$ cat config.mk
export PLATFORM = sky130hd
export DESIGN_NAME = multi_slot_timer_table
export DESIGN_NICKNAME = d
export VERILOG_FILES = /design/src/mstt_pkg.sv /design/src/mstt_mod.sv /design/src/multi_slot_timer_table.sv
export VERILOG_INCLUDE_DIRS = /design/src /design/src/src
export SDC_FILE = /design/constraint.sdc
export NUM_CORES = 2
export LEC_CHECK = 0
export ABC_AREA = 1
export BUFFER_PORTS_ARGS = -buffer_cell sky130_fd_sc_hd__buf_2
export CAP_MARGIN = 5
export CORE_ASPECT_RATIO = 1.75
export CORE_MARGIN = 8
export CORE_UTILIZATION = 50
export DETAILED_ROUTE_END_ITERATION = 8
export MAX_ROUTING_LAYER = met4
export PLACE_DENSITY = 0.66
export SLEW_MARGIN = 15
export SYNTH_ARGS = -nofsm -noshare
export SYNTH_HDL_FRONTEND = slang
export SYNTH_HIERARCHICAL = 1
export SYNTH_SLANG_ARGS = --single-unit
$ cat constraint.sdc
create_clock -name clk_i -period 13 [get_ports clk_i]
set_clock_uncertainty 0.1 [all_clocks]
set_input_delay 2.6 -clock clk_i [delete_from_list [all_inputs] [get_ports clk_i]]
set_output_delay 2.6 -clock clk_i [all_outputs]
set_load 0.01 [all_outputs]
$ cat src/multi_slot_timer_table_assert.svh
// Assertion macros shared by the timer table sources.
`ifndef MULTI_SLOT_TIMER_TABLE_ASSERT_SVH
`define MULTI_SLOT_TIMER_TABLE_ASSERT_SVH

// Property that must hold at every clock edge outside reset.
`define MSTT_ASSERT(lbl, prop, msg) \
  lbl: assert property (@(posedge clk_i) disable iff (!rst_ni) (prop)) else $error(msg);

// Antecedent in one cycle implies consequent in the next.
`define MSTT_ASSERT_NEXT(lbl, ante, cons, msg) \
  lbl: assert property (@(posedge clk_i) disable iff (!rst_ni) (ante) |=> (cons)) \
    else $error(msg);

`endif

$ cat src/mstt_pkg.sv
package mstt_pkg;

  localparam int NumSlots = 16;
  localparam int IdxW     = (NumSlots > 1) ? $clog2(NumSlots) : 1;
  localparam int CntW     = $clog2(NumSlots + 1);
  localparam int TimeW    = 31;
  localparam int IdW      = 32;
  localparam int RemW     = 33;
  localparam int ModStepW = $clog2(TimeW);

  typedef enum logic [1:0] {
    REQ_ADD    = 2'd0,
    REQ_CANCEL = 2'd1,
    REQ_TICK   = 2'd2
  } req_e;

  typedef enum logic [1:0] {
    RES_ADD    = 2'd0,
    RES_CANCEL = 2'd1,
    RES_FIRED  = 2'd2,
    RES_NONE   = 2'd3
  } res_e;

  typedef enum logic [2:0] {
    ST_IDLE,
    ST_RD,
    ST_EV,
    ST_DIV,
    ST_FIN
  } state_e;

  typedef struct packed {
    logic [IdW-1:0]   id;
    logic [RemW-1:0]  rem;
    logic [TimeW-1:0] period;
    logic             repeats;
  } slot_t;

endpackage

$ cat src/mstt_mod.sv
module mstt_mod (
  input  logic                      clk_i,
  input  logic                      rst_ni,
  input  logic                      start_i,
  input  logic [mstt_pkg::TimeW-1:0] x_i,
  input  logic [mstt_pkg::TimeW-1:0] p_i,
  output logic                      done_o,
  output logic [mstt_pkg::TimeW-1:0] rem_o
);
  import mstt_pkg::*;

  logic                busy_q, busy_d;
  logic                done_q, done_d;
  logic [ModStepW-1:0] step_q, step_d;
  logic [TimeW-1:0]    x_q, x_d;
  logic [TimeW-1:0]    p_q, p_d;
  logic [TimeW-1:0]    acc_q, acc_d;
  logic [TimeW:0]      trial;

  // restoring remainder, one dividend bit per cycle
  always_comb begin
    busy_d = busy_q;
    done_d = 1'b0;
    step_d = step_q;
    x_d    = x_q;
    p_d    = p_q;
    acc_d  = acc_q;
    trial  = {acc_q, x_q[TimeW-1]};
    if (start_i) begin
      busy_d = 1'b1;
      step_d = ModStepW'(TimeW - 1);
      x_d    = x_i;
      p_d    = p_i;
      acc_d  = '0;
    end else if (busy_q) begin
      if (trial >= {1'b0, p_q}) begin
        trial = trial - {1'b0, p_q};
      end
      acc_d = trial[TimeW-1:0];
      x_d   = {x_q[TimeW-2:0], 1'b0};
      step_d = step_q - 1'b1;
      if (step_q == '0) begin
        busy_d = 1'b0;
        done_d = 1'b1;
      end
    end
  end

  always_ff @(posedge clk_i or negedge rst_ni) begin
    if (!rst_ni) begin
      busy_q <= 1'b0;
      done_q <= 1'b0;
      step_q <= '0;
    end else begin
      busy_q <= busy_d;
      done_q <= done_d;
      step_q <= step_d;
    end
  end

  always_ff @(posedge clk_i) begin
    x_q   <= x_d;
    p_q   <= p_d;
    acc_q <= acc_d;
  end

  assign done_o = done_q;
  assign rem_o  = acc_q;

`include "multi_slot_timer_table_assert.svh"

  `MSTT_ASSERT_NEXT(a_done_pulse, done_q, !done_q, "mod done longer than one cycle")
  `MSTT_ASSERT(a_acc_below_p, !(busy_q && !start_i && step_q != ModStepW'(TimeW - 1)) || (acc_q < p_q), "remainder not below divisor")
  `MSTT_ASSERT_NEXT(a_done_after_busy, done_d, !busy_q, "busy after done")

endmodule

$ cat src/multi_slot_timer_table.sv
// channel | valid      | stall        | payload
// in      | in_valid_i | in_stall_o   | req_type, delay_time, period_time, is_periodic,
//         |            |              | target_id, elapsed_time
// out     | out_valid_o| out_stall_i  | result_kind, timer_id, last_result
//
// Add is handled in the idle state. Cancel and tick read and evaluate each used slot,
// and tick sends each periodic reload through the bit-serial remainder unit.
// Slots sit in one memory with registered read; used slots are a prefix
// tracked by a fill count, so reset needs no clearing pass.
// Output stall holds the walk only where a fire beat or the closing result beat must go out.
module multi_slot_timer_table (
  input  logic                       clk_i,
  input  logic                       rst_ni,
  input  logic                       in_valid_i,
  output logic                       in_stall_o,
  input  logic [1:0]                 req_type_i,
  input  logic [mstt_pkg::TimeW-1:0] delay_time_i,
  input  logic [mstt_pkg::TimeW-1:0] period_time_i,
  input  logic                       is_periodic_i,
  input  logic [mstt_pkg::IdW-1:0]   target_id_i,
  input  logic [mstt_pkg::TimeW-1:0] elapsed_time_i,
  output logic                       out_valid_o,
  input  logic                       out_stall_i,
  output logic [1:0]                 result_kind_o,
  output logic [mstt_pkg::IdW-1:0]   timer_id_o,
  output logic                       last_result_o
);
  import mstt_pkg::*;

  slot_t mem [NumSlots];
  slot_t rd_q;

  state_e          state_q, state_d;
  logic [CntW-1:0] cnt_q, cnt_d, r_q, r_d, w_q, w_d;
  logic            tick_q, tick_d;
  logic [IdW-1:0]  tgt_q, tgt_d;
  logic [TimeW-1:0] el_q, el_d;
  logic            hold_v_q, hold_v_d;
  logic [IdW-1:0]  hold_id_q, hold_id_d;
  logic [IdW-1:0]  nfid_q, nfid_d;

  logic            out_v_q, out_v_d;
  res_e            out_kind_q, out_kind_d;
  logic [IdW-1:0]  out_id_q, out_id_d;
  logic            out_last_q, out_last_d;
  logic            out_load, out_free;

  logic            we, rd_en;
  logic [IdxW-1:0] wa;
  slot_t           wd;

  logic            accept, add_ok, fire, advance;
  logic signed [RemW:0] rem_new, rem_neg;
  logic            mod_start, mod_done;
  logic [TimeW-1:0] mod_rem;
  logic [CntW-1:0] r_inc;

  assign out_free = !out_v_q || !out_stall_i;
  assign in_stall_o = (state_q != ST_IDLE) || !out_free;
  assign accept = in_valid_i && !in_stall_o;

  assign rem_new = $signed({rd_q.rem[RemW-1], rd_q.rem}) - $signed({3'b000, el_q});
  assign rem_neg = -rem_new;
  assign fire    = rem_new[RemW] || (rem_new == '0);
  assign add_ok  = !(is_periodic_i && period_time_i == '0) && (cnt_q != CntW'(NumSlots));
  assign r_inc   = r_q + 1'b1;

  always_comb begin
    state_d    = state_q;
    cnt_d      = cnt_q;
    r_d        = r_q;
    w_d        = w_q;
    tick_d     = tick_q;
    tgt_d      = tgt_q;
    el_d       = el_q;
    hold_v_d   = hold_v_q;
    hold_id_d  = hold_id_q;
    nfid_d     = nfid_q;
    out_load   = 1'b0;
    out_kind_d = out_kind_q;
    out_id_d   = out_id_q;
    out_last_d = out_last_q;
    we         = 1'b0;
    wa         = w_q[IdxW-1:0];
    wd         = rd_q;
    rd_en      = 1'b0;
    mod_start  = 1'b0;
    advance    = 1'b0;
    case (state_q)
      ST_IDLE: begin
        if (accept) begin
          case (req_type_i)
            REQ_ADD: begin
              out_load   = 1'b1;
              out_kind_d = RES_ADD;
              out_last_d = 1'b1;
              out_id_d   = '0;
              if (add_ok) begin
                out_id_d   = nfid_q;
                we         = 1'b1;
                wa         = cnt_q[IdxW-1:0];
                wd.id      = nfid_q;
                wd.rem     = {2'b00, delay_time_i};
                wd.period  = period_time_i;
                wd.repeats = is_periodic_i;
                cnt_d      = cnt_q + 1'b1;
                nfid_d     = (nfid_q == '1) ? IdW'(1) : nfid_q + 1'b1;
              end
            end
            REQ_CANCEL, REQ_TICK: begin
              tick_d   = (req_type_i == REQ_TICK);
              tgt_d    = target_id_i;
              el_d     = elapsed_time_i;
              hold_v_d = 1'b0;
              r_d      = '0;
              w_d      = '0;
              state_d  = (cnt_q == '0) ? ST_FIN : ST_RD;
            end
            default: ;
          endcase
        end
      end
      ST_RD: begin
        rd_en   = 1'b1;
        state_d = ST_EV;
      end
      ST_EV: begin
        if (!tick_q) begin
          if (rd_q.id != tgt_q) begin
            we  = 1'b1;
            w_d = w_q + 1'b1;
          end
          advance = 1'b1;
        end else if (!fire) begin
          we      = 1'b1;
          wd.rem  = rem_new[RemW-1:0];
          w_d     = w_q + 1'b1;
          advance = 1'b1;
        end else if (!hold_v_q || out_free) begin
          if (hold_v_q) begin
            out_load   = 1'b1;
            out_kind_d = RES_FIRED;
            out_id_d   = hold_id_q;
            out_last_d = 1'b0;
          end
          hold_v_d  = 1'b1;
          hold_id_d = rd_q.id;
          if (rd_q.repeats && rd_q.period != '0) begin
            mod_start = 1'b1;
            state_d   = ST_DIV;
          end else begin
            advance = 1'b1;
          end
        end
      end
      ST_DIV: begin
        if (mod_done) begin
          we      = 1'b1;
          wd.rem  = {2'b00, rd_q.period} - {2'b00, mod_rem};
          w_d     = w_q + 1'b1;
          advance = 1'b1;
        end
      end
      ST_FIN: begin
        if (out_free) begin
          out_load   = 1'b1;
          out_last_d = 1'b1;
          if (!tick_q) begin
            out_kind_d = RES_CANCEL;
            out_id_d   = '0;
          end else if (hold_v_q) begin
            out_kind_d = RES_FIRED;
            out_id_d   = hold_id_q;
          end else begin
            out_kind_d = RES_NONE;
            out_id_d   = '0;
          end
          hold_v_d = 1'b0;
          cnt_d    = w_q;
          state_d  = ST_IDLE;
        end
      end
      default: state_d = ST_IDLE;
    endcase
    if (advance) begin
      r_d     = r_inc;
      state_d = (r_inc == cnt_q) ? ST_FIN : ST_RD;
    end
  end

  always_comb begin
    out_v_d = out_load ? 1'b1 : (out_v_q && out_stall_i);
  end

  always_ff @(posedge clk_i) begin
    if (we) begin
      mem[wa] <= wd;
    end
    if (rd_en) begin
      rd_q <= mem[r_q[IdxW-1:0]];
    end
  end

  always_ff @(posedge clk_i or negedge rst_ni) begin
    if (!rst_ni) begin
      state_q  <= ST_IDLE;
      cnt_q    <= '0;
      r_q      <= '0;
      w_q      <= '0;
      tick_q   <= 1'b0;
      hold_v_q <= 1'b0;
      nfid_q   <= IdW'(1);
      out_v_q  <= 1'b0;
    end else begin
      state_q  <= state_d;
      cnt_q    <= cnt_d;
      r_q      <= r_d;
      w_q      <= w_d;
      tick_q   <= tick_d;
      hold_v_q <= hold_v_d;
      nfid_q   <= nfid_d;
      out_v_q  <= out_v_d;
    end
  end

  always_ff @(posedge clk_i) begin
    tgt_q     <= tgt_d;
    el_q      <= el_d;
    hold_id_q <= hold_id_d;
    if (out_load) begin
      out_kind_q <= out_kind_d;
      out_id_q   <= out_id_d;
      out_last_q <= out_last_d;
    end
  end

  mstt_mod u_mod (
    .clk_i   (clk_i),
    .rst_ni  (rst_ni),
    .start_i (mod_start),
    .x_i     (rem_neg[TimeW-1:0]),
    .p_i     (rd_q.period),
    .done_o  (mod_done),
    .rem_o   (mod_rem)
  );

  assign out_valid_o   = out_v_q;
  assign result_kind_o = out_kind_q;
  assign timer_id_o    = out_id_q;
  assign last_result_o = out_last_q;

`include "multi_slot_timer_table_assert.svh"

  `MSTT_ASSERT(a_cnt_range, cnt_q <= CntW'(NumSlots), "fill count beyond table size")
  `MSTT_ASSERT(a_w_le_r, (state_q == ST_IDLE) || (w_q <= r_q), "compaction write ahead of read")
  `MSTT_ASSERT(a_nfid_nonzero, nfid_q != '0, "next id is zero")
  `MSTT_ASSERT_NEXT(a_hold_clear, state_q == ST_FIN && out_free, !hold_v_q, "held fire survives tick")

endmodule
==> run summary <==
The flow ran to the end, and the final reports show no timing, DRC or antenna violations. The average wire length per cell after detail routing was 25.7 um. In the global route stage, overall resource usage came out at 28.0%. The longest clock path from root to sink contains 4 buffers. The summed negative setup slack over all endpoints was 0 ps; the horizontal die dimension was 327 um. The part of the total power dissipated in sequential elements came out at 40.1%.

From synthesis to final layout, the design area changed by 10.7%. The clock-pin slew on the worst setup and hold paths is 60 ps, and the actual transition at the worst max-transition pin is 1340 ps. In this run the count of I/O pins placed on the die edge is 169.

Setup repair after global routing left no endpoint under its margin. Summed over all cells, the static leakage comes to 0.0344 uW. The routed design could run at a clock period as short as 7530 ps. The number of cell rows was 199. At the worst endpoint, the required time is 13340 ps. The violation count after the first detailed-route iteration was 6240; the initial core utilization was 50.3%. The switching part of the total is 40.8%, and the maximum vdd ir drop is 0.000181 V. The net total in the final layout came out at 7872. The tools report the type of origin of the critical path as a primary input. In this design, the stage delay of the slowest critical-path cell is 820 ps.

The analysis attributes to net switching a power of 9630 uW. The height of the die came out at 560 um. The critical path in this run is classified as primary input to flip-flop. Sequential elements use 67.9% of the synthesized area. In this run the worst hold path is classified as flip-flop to flip-flop. The final period utilization came out at 58.0%. The area of the multi-input gates is 0.0236 mm2, and the number of synthesized flops with an enable pin is 1841. In the routed design, unresolved DRC markers number 0.

The area taken by flip-flops and latches was 0.0574 mm2. The tools report the setup slack of the most critical reg-to-reg path as 6460 ps. The Yosys step of the flow raised 6 warnings.

For this design, the slowest cell found on the critical path is sky130_fd_sc_hd__buf_4. The tree built by TritonCTS fans out to 1932 sinks. The routed design has 256000 um of wire.

Summing all placed instances gives a cell area of 0.0879 mm2. The floorplan step defined a die boundary enclosing 0.183 mm2. The finished cells cover 0.0936 mm2. The internal power was 14000 uW. TritonCTS built the clock tree. The average cell area after synthesis was 11.2 um2; the pin count of the biggest net entering global routing was 227. Counting flops with an async set or reset pin after synthesis yields a share of 3.11%. Count of buffers added by post-CTS timing repair for setup: 0. Combinational logic burns 38.0% of the power.

The number of nets in the synthesized netlist is 7779. The run gives 0 as the number of hold-repair buffers added at the cts stage. The count of max-cap constraint violations is 0, and the placeable core region is 0.168 mm2. The detail route stage leaves a number of antenna-violating nets equal to 0. The final max-slew violation count is 0. The clock network accounts for 22.0% of the total power. Maximum level of the CTS H-tree: 4. The clock reaches the later pin of the worst-skew pair after 840 ps.

The netlist uses 61 different library cells. The routed layout has 60000 vias. Of the cells placed in the final design, the portion with a size suffix greater than 1 is 8.40%. For this run, the top clock speed supported by timing is 133 MHz. Remaining global-route overflow: 0. The global-route wire length before repair was 377000 um; the data arrival at the endpoint of the critical path was 7880 ps. The HPWL after detailed placement is 156000 um.

Dividing the detail-routed via count by the number of cells gives 6.01. The number of buffers added on ports is 168. The logs give 0 for the number of failing setup endpoints in the final timing report and 1.04 for the final estimated routing congestion in global placement. In this run the tightest slew margin relative to its limit is 9.70%.

The cell area that synthesis handed to floorplanning was 0.0845 mm2. The library cell used most frequently in the layout, excluding fill and tap cells, is sky130_fd_sc_hd__edfxtp_1. The flip-flop cell with the highest count after synthesis was sky130_fd_sc_hd__edfxtp_1. In the layout the commonest cells are sky130_fd_sc_hd__edfxtp_1, sky130_fd_sc_hd__nand2_1, sky130_fd_sc_hd__o21ai_0. The count of endpoints failing hold in the final timing report came out at 0. The number of antenna violations at the first check in global routing is 7.

The layout has 14000 filler cells. The number of cells produced by synthesis was 7541. After clock tree synthesis, the repair step resized 0 gates.

The via count of the first global-routing pass is 59500. Traced cell by cell, the critical path runs through buf_2 > inv_1 > nand4_1 > nor4_1 > nand3_1 > nand2_1 > nor2_4 > inv_6 > o21ai_0 > inv_1 > nor2_1 > nand2_1 > nor2_4 > buf_4 > buf_4. Of all nets on the critical path, the largest fanout is 49.

The tree is rooted in a sky130_fd_sc_hd__clkbuf_16. The worst setup path is captured at a flip-flop. For this run, the detailed router's first-pass iteration total came to 6. After synthesis the netlist holds a flip-flop and latch count of 1932. For this design the ratio of total power to cell area is 252 mW/mm2.

The tools report the total power draw as 23600 uW. The TritonCTS buffer count is 177.
worst paths after layout:
| path | depth (start not counted) | endpoint | startpoint |
|---|---|---|---|
| hold / removal | 2 | u_mod/rem_o[19]$_SDFFE_PP0P_ | u_mod/rem_o[19]$_SDFFE_PP0P_ |
| hold reg to reg | 2 | u_mod/rem_o[19]$_SDFFE_PP0P_ | u_mod/rem_o[19]$_SDFFE_PP0P_ |
| setup reg to reg | 21 | mem[10][63]$_DFFE_PP_ | rd_q[37]$_DFFE_PP_ |
| max in group asynchronous | 2 | r_q[2]$_DFFE_PN0P_ | rst_ni |
| setup / recovery | 15 | mem[10][63]$_DFFE_PP_ | period_time_i[2] |
| min in group asynchronous | 1 | out_valid_o$_DFF_PN0_ | rst_ni |
worst max-delay path: cells and delay by family:
family | cells | cell delay, ps
compound gates | 1 | 410
buf+inv | 6 | 2140
simple gates | 8 | 2540
cell usage after synthesis (82+ instances only):
library cell               count  area [um2]
sky130_fd_sc_hd__edfxtp_1   1841       55300
sky130_fd_sc_hd__nand2_1    1668        6260
sky130_fd_sc_hd__nand3_1     345        1730
sky130_fd_sc_hd__ha_1        103        1290
sky130_fd_sc_hd__o221ai_1     82         718
sky130_fd_sc_hd__clkbuf_1    345        1290
sky130_fd_sc_hd__o22ai_1     114         713
sky130_fd_sc_hd__xor2_1       90         788
sky130_fd_sc_hd__nor2_1      619        2320
sky130_fd_sc_hd__a21oi_1     331        1660
sky130_fd_sc_hd__nand4_1     175        1090
sky130_fd_sc_hd__inv_1       574        2150
sky130_fd_sc_hd__a221oi_1    115        1010
sky130_fd_sc_hd__o21ai_0     658        3290
power groups by stage:
| stage | Sequential [uW] | Combinational [uW] | Clock (uW) |
|---|---|---|---|
| 3_3_place_gp | 9560 | 8600 | 0 |
| 6_report | 9450 | 8950 | 5180 |
| 5_1_grt | 9490 | 9740 | 5440 |
| 4_1_cts | 9440 | 8810 | 5240 |
| 2_1_floorplan | 9180 | 5600 | 0 |
| 3_5_place_dp | 9560 | 8750 | 0 |
cells by family after synthesis:
family	count (synthesis)	synth area share [%]
fa+ha+maj	106	1.60
simple gates	2968	14.8
compound gates	1425	9.91
buf+inv	981	4.44
flops	1932	67.9
xor+xnor	129	1.35
layer usage:
| metal | share of wire (%) | wire, um | track usage, % | vias up |
|---|---|---|---|---|
| met5 | 0 | 0 | - | - |
| met1 | 37 | 94800 | 33.0 | 29500 |
| met4 | 5.8 | 14800 | 14.5 | 0 |
| met3 | 7.4 | 19000 | 3.58 | 687 |
| li1 | - | - | - | 27000 |
| met2 | 50 | 128000 | 46.9 | 2820 |
area by class of cell:
type	count	share of cell area, %
Antenna cell	2	0.00535
Multi-Input combinational cell	4628	25.2
Tap cell	2211	2.96
Inverter	596	2.42
Sequential cell	1932	61.4
Clock inverter	96	1.05
Timing Repair Buffer	299	2.04
Clock buffer	214	4.96
flip-flops by register name, summed over array words and instances, names as in the netlist, 2 cells and up:
signal	flops
r_q	5
u_mod/rem_o	31
cnt_q	5
nfid_q	32
u_mod/p_q	31
w_q	5
rd_q	97
u_mod/x_q	31
tgt_q	32
u_mod/step_q	5
state_q	3
mem	1552
result_kind_o	2
timer_id_o	32
el_q	31
hold_id_q	32
per-stage QoR:
step	hold WS (ps)	util, %	setup slack [ps]	instances
2_1_floorplan	351	-	4340	7541
3_3_place_gp	380	52.3	4680	9665
3_5_place_dp	384	52.3	4650	9666
4_1_cts	393	55.7	5520	9976
5_1_grt	416	55.7	5200	9978
6_report	390	55.7	5470	9978
Note: power is estimated with default switching activity, not from simulation.
